## config.mk

```make
export PLATFORM = sky130hd
export DESIGN_NAME = ssw_front
export DESIGN_NICKNAME = d
export VERILOG_FILES = /design/src/ssw_pkg.sv /design/src/ssw_front.sv
export SDC_FILE = /design/constraint.sdc
export NUM_CORES = 1
export LEC_CHECK = 0
export BUFFER_PORTS_ARGS = -buffer_cell sky130_fd_sc_hd__buf_2
export CORE_MARGIN = 1.5
export CORE_UTILIZATION = 51
export DETAILED_ROUTE_END_ITERATION = 16
export PLACE_DENSITY = 0.81
export SKIP_LAST_GASP = 1
export SLEW_MARGIN = 10
export SYNTH_ARGS = -nofsm -noshare
export SYNTH_HDL_FRONTEND = slang
export SYNTH_SLANG_ARGS = --single-unit
```

## constraint.sdc

```tcl
create_clock -name clk -period 3.65 [get_ports clk]
set_input_delay 0.1825 -clock clk [delete_from_list [all_inputs] [get_ports clk]]
set_output_delay 0.1825 -clock clk [all_outputs]
set_load 0.01 [all_outputs]
```

## src/ssw_pkg.sv

```systemverilog
// Shared types and constants for the sign-segmented weighted mean block.
// No dependencies; imported by the divider, front part, back part and top level.
`default_nettype none
package ssw_pkg;

  localparam int DIV_W = 64;
  localparam int DIV_CNT_W = 7;

  // Segment sign codes
  localparam logic [1:0] SEG_NONE = 2'd0;
  localparam logic [1:0] SEG_POS  = 2'd1;
  localparam logic [1:0] SEG_NEG  = 2'd2;
  localparam logic [1:0] SEG_ZERO = 2'd3;

  typedef struct packed {
    logic [15:0] run;
    logic [31:0] meas;
    logic [31:0] unc;
    logic [1:0]  sign;
    logic        new_seg;
    logic        emit_before;
    logic        emit_after;
  } cmd_t;

  typedef struct packed {
    logic [15:0]        first_run;
    logic signed [31:0] mean;
    logic [31:0]        mean_error;
    logic               negative_group;
    logic               no_weight;
    logic               last_result;
  } res_t;

  typedef struct packed {
    logic                 start;
    logic [DIV_W-1:0]     rem0;
    logic [DIV_W-1:0]     num;
    logic [DIV_W-1:0]     divisor;
    logic [DIV_CNT_W-1:0] steps;
  } div_req_t;

  typedef struct packed {
    logic             done;
    logic [DIV_W-1:0] quot;
  } div_rsp_t;

endpackage
`default_nettype wire

```

## src/ssw_front.sv

```systemverilog
// Front part: accepts items, classifies them by polarization sign and queues commands.
// Depends on ssw_pkg (cmd_t, segment sign codes).
`default_nettype none
module ssw_front import ssw_pkg::*; (
  input  logic               clk,
  input  logic               rst_n,
  input  logic               in_push,
  output logic               in_full,
  input  logic [15:0]        in_run_number,
  input  logic signed [15:0] in_polarization,
  input  logic signed [31:0] in_measurement,
  input  logic [31:0]        in_uncertainty,
  input  logic               in_end_of_data,
  output logic               cmd_valid,
  output cmd_t               cmd,
  input  logic               cmd_pop
);

  logic [1:0] sign_r, sign_nxt, s;
  cmd_t       q_r [2];
  logic       wp_r, rp_r;
  logic [1:0] cnt_r;
  logic       acc, pop;
  cmd_t       c;

  assign acc = in_push && !in_full;
  assign pop = cmd_pop && cmd_valid;

  always_comb begin
    if (in_polarization == 16'sd0) begin
      s = SEG_ZERO;
    end else if (in_polarization[15]) begin
      s = SEG_NEG;
    end else begin
      s = SEG_POS;
    end
    c.run         = in_run_number;
    c.meas        = in_measurement;
    c.unc         = in_uncertainty;
    c.sign        = s;
    c.emit_before = (sign_r != SEG_NONE) && ((s != sign_r) || (s == SEG_ZERO));
    c.new_seg     = (sign_r == SEG_NONE) || c.emit_before;
    c.emit_after  = in_end_of_data || (s == SEG_ZERO);
    sign_nxt      = c.emit_after ? SEG_NONE : s;
  end

  always_ff @(posedge clk) begin
    if (!rst_n) begin
      sign_r <= SEG_NONE;
      wp_r   <= 1'b0;
      rp_r   <= 1'b0;
      cnt_r  <= 2'd0;
    end else begin
      if (acc) begin
        sign_r <= sign_nxt;
        wp_r   <= ~wp_r;
      end
      if (pop) begin
        rp_r <= ~rp_r;
      end
      cnt_r <= cnt_r + {1'b0, acc} - {1'b0, pop};
    end
  end

  always_ff @(posedge clk) begin
    if (acc) begin
      q_r[wp_r] <= c;
    end
  end

  assign in_full   = cnt_r == 2'd2;
  assign cmd_valid = cnt_r != 2'd0;
  assign cmd       = q_r[rp_r];

endmodule
`default_nettype wire

```

==> impl_metrics.toml <==
[synthesis]
synth_top_family_by_area = "multiplexers"
ys_ff_latch = 177
synth_edf_count = 170
synthMuxAreaShare = 0.149
ys.flop_type = "edfxtp_1"
ys_warn_count = 0
yosys-top-cells-count = "edfxtp_1 (170), mux2_2 (85), buf_2 (9), dfxtp_1 (7), inv_1 (6)"
synthesis.area_um2 = 6510
synth.distinct_cells = 28
ys_seq_area_frac = 0.806
synthArstFlopShare = 0
synth-compound-area-share = 0.00731
synth_top_area_frac = 0.784
synth_xor_xnor_area_share = 0.00269
avgSynthCellArea_um2 = 20.7
synth.most_common_cell = "edfxtp_1"
synthSimpleGateAreaFrac = 0.0206
synth_top_cell_by_area = "edfxtp_1"
synth-adder-area-share = 0.00385
syn_nets = 417
synthTopCellsByArea = "edfxtp_1 (78%), mux2_2 (15%), dfxtp_1 (2.2%), buf_2 (0.69%), ha_1 (0.38%)"
netlist_instances = 314

[drt]
first_pass_iters = 4
drc = 0
ant_nets = 0
wirelength_mm = 12.8
via_count = 3818
vias_per_cell = 4.89
wl_per_cell_um = 16.4
first_iter_violations = 195

[floorplanning]
coreArea_um2 = 12500
die_height_um = 116
start_util = 0.520
die_w_um = 116
row_count = 41
ioPinCount = 188
die_area_um2 = 13400

[cts]
holdBufCountCts = 80
htree_num_levels = 4
cts_max_path_buffers = 2
clk_pin_slew_ns = 0.07
cts_tree = "done"
cts_post_setup_buffers_inserted = 0
cts.sinks = 177
ctsResizeCount = 0
cts_buffers = 17
root_buffer = "clkbuf_16"
clock_latency_ns = 0.42

[sta]
max_freq_ghz = 0.425
finalCritPeriodShare = 0.644
finalHoldViolations = 0
holdWs_ns = 0.0181
setup_viol = 0
tightest_slew_ns = 1.11
fin_tns_setup_ns = 0
rsz0062_at_grt = "no"
finalClockSkew_ns = 0.00827
relSlewSlack = 0.263
maxSlewViolCount = 0
min_period_ns = 2.35

[global_route]
grt_usage = 0.192
grt_max_degree = 86
grt_pass1_vias = 3951
antenna_found_initial = 1
overflow = 0
grt_pass1_wl_mm = 19.1

[worst_setup_path]
cp-endpoint = "q_r[0][29]"
start_kind = "flip-flop"
cp-startpoint = "cnt_r[1]"
critPathCaptureType = "flip-flop"
required_ns = 3.78
reg2reg_to = "q_r[0][29]"
reg2reg_depth = 5
worstPathArrival_ns = 2.48
criticalPathCategory = "reg2reg"
regToRegSetupSlack_ns = 1.30
crit_fanout = 37
reg2reg_from = "cnt_r[1]"

[power]
p_comb_frac = 0.232
switching_power_uw = 1590
pwr-share-clk = 0.294
power_frac_seq = 0.474
peakVddDrop_mv = 0.451
p_int_uw = 4310
swShare = 0.270
leakagePower_uw = 0.00345
power_density_nw_per_um2 = 653

[placement]
portBuffers = 187
finalWeightedCongestion = 0.716
place_hpwl_mm = 7.53

[run_status]
run_status = "finished, final reports clean"

[layout]
fin_nets = 698
area_delta_synth_final_pct = 38.7
drive_gt1_frac = 0.515

[job]
drv_cap = 0

[hold_path]
hold_class = "in2reg"
==> final cells by class <==
class	instances	area (µm²)
clock inverters	15	143
repair buffers	271	1770
inverters	7	27.5
fillers	795	3490
clock buffers	17	425
multi-input cells	121	1200
well taps	172	215
flip-flops and latches	177	5250
diodes	1	2.50
==> stage by stage <==
| stage | area [µm²] | instances | utilization | total power, µW | worst slack (ns) |
|---|---|---|---|---|---|
| floorplan | 6510 | 314 | - | 3610 | 0.648 |
| global placement | 7650 | 668 | 0.611 | 4100 | 1.38 |
| detailed placement | 7650 | 668 | 0.611 | 4140 | 1.29 |
| CTS | 9020 | 780 | 0.721 | 5930 | 1.28 |
| global route | 9020 | 781 | 0.721 | 6150 | 1.15 |
| finish | 9020 | 781 | 0.721 | 5890 | 1.30 |
==> cells in the final DEF (no fill, tap or decap), types with 2 or more instances in the layout <==
master,instances
nor2_1,4
bufinv_16,2
clkinv_2,6
clkinvlp_4,2
clkinv_1,2
mux2_2,85
ha_1,2
inv_6,2
buf_2,187
a21oi_1,2
dfxtp_1,6
o21ai_0,4
nor4_1,4
dlygate4sd3_1,80
nand2_1,2
clkbuf_16,17
clkinv_4,2
buf_4,4
and2_1,2
inv_1,5
nor3_1,2
edfxtp_1,170
==> how the worst min path moves through the flow <==
stage	from	end	slack [ns]	depth (start not counted)
2_1_floorplan	in_uncertainty[5]	q_r[0][10]	0.28	0
6_report	rst_n	cnt_r[0]	0.02	2
5_1_grt	rst_n	cnt_r[0]	0.02	2
3_5_place_dp	in_uncertainty[27]	q_r[0][32]	0.37	1
3_3_place_gp	in_measurement[3]	q_r[0][40]	0.37	1
4_1_cts	rst_n	cnt_r[0]	0.006	2
==> layer usage <==
metal	wire length, µm	vias to the layer above	global-route usage
met5	0	-	0
met4	282	0	0.0943
met3	821	29	0.0518
met2	6640	146	0.331
met1	5080	1845	0.224
li1	-	1798	-
==> cell families (layout without fill, tap and decap cells) <==
kind of cell               count (synthesis)  in the layout
other                                      0              1
and+or+nand+nor                           23             23
xor gates and xnor gates                   2              2
DFF                                      177            177
adders and majority gates                  2              2
buffers and inverters                     16            310
muxes                                     86             86
AOI/OAI and AO/OA                          8              8
==> registers in the layout, indices dropped and copies added (netlist names), named ones only <==
| signal | flops |
|---|---|
| cnt_r | 2 |
| rp_r | 1 |
| sign_r | 2 |
| q_r | 170 |
| wp_r | 1 |
==> critical path: stages, from the launching register on <==
cell	delay, ns
dfxtp_1	0.38
or2b_2	0.34
inv_1	0.13
or3_1	0.16
clkinv_2	0.52
buf_4	0.50
==> power by group through the flow <==
stage          clock network (µW)  registers, µW  logic (µW)
4_1_cts                      1760           2800        1380
6_report                     1730           2790        1370
2_1_floorplan                   0           2690         915
3_3_place_gp                    0           2820        1280
3_5_place_dp                    0           2840        1300
5_1_grt                      1830           2830        1480
Power figures use the tool's default switching activity.
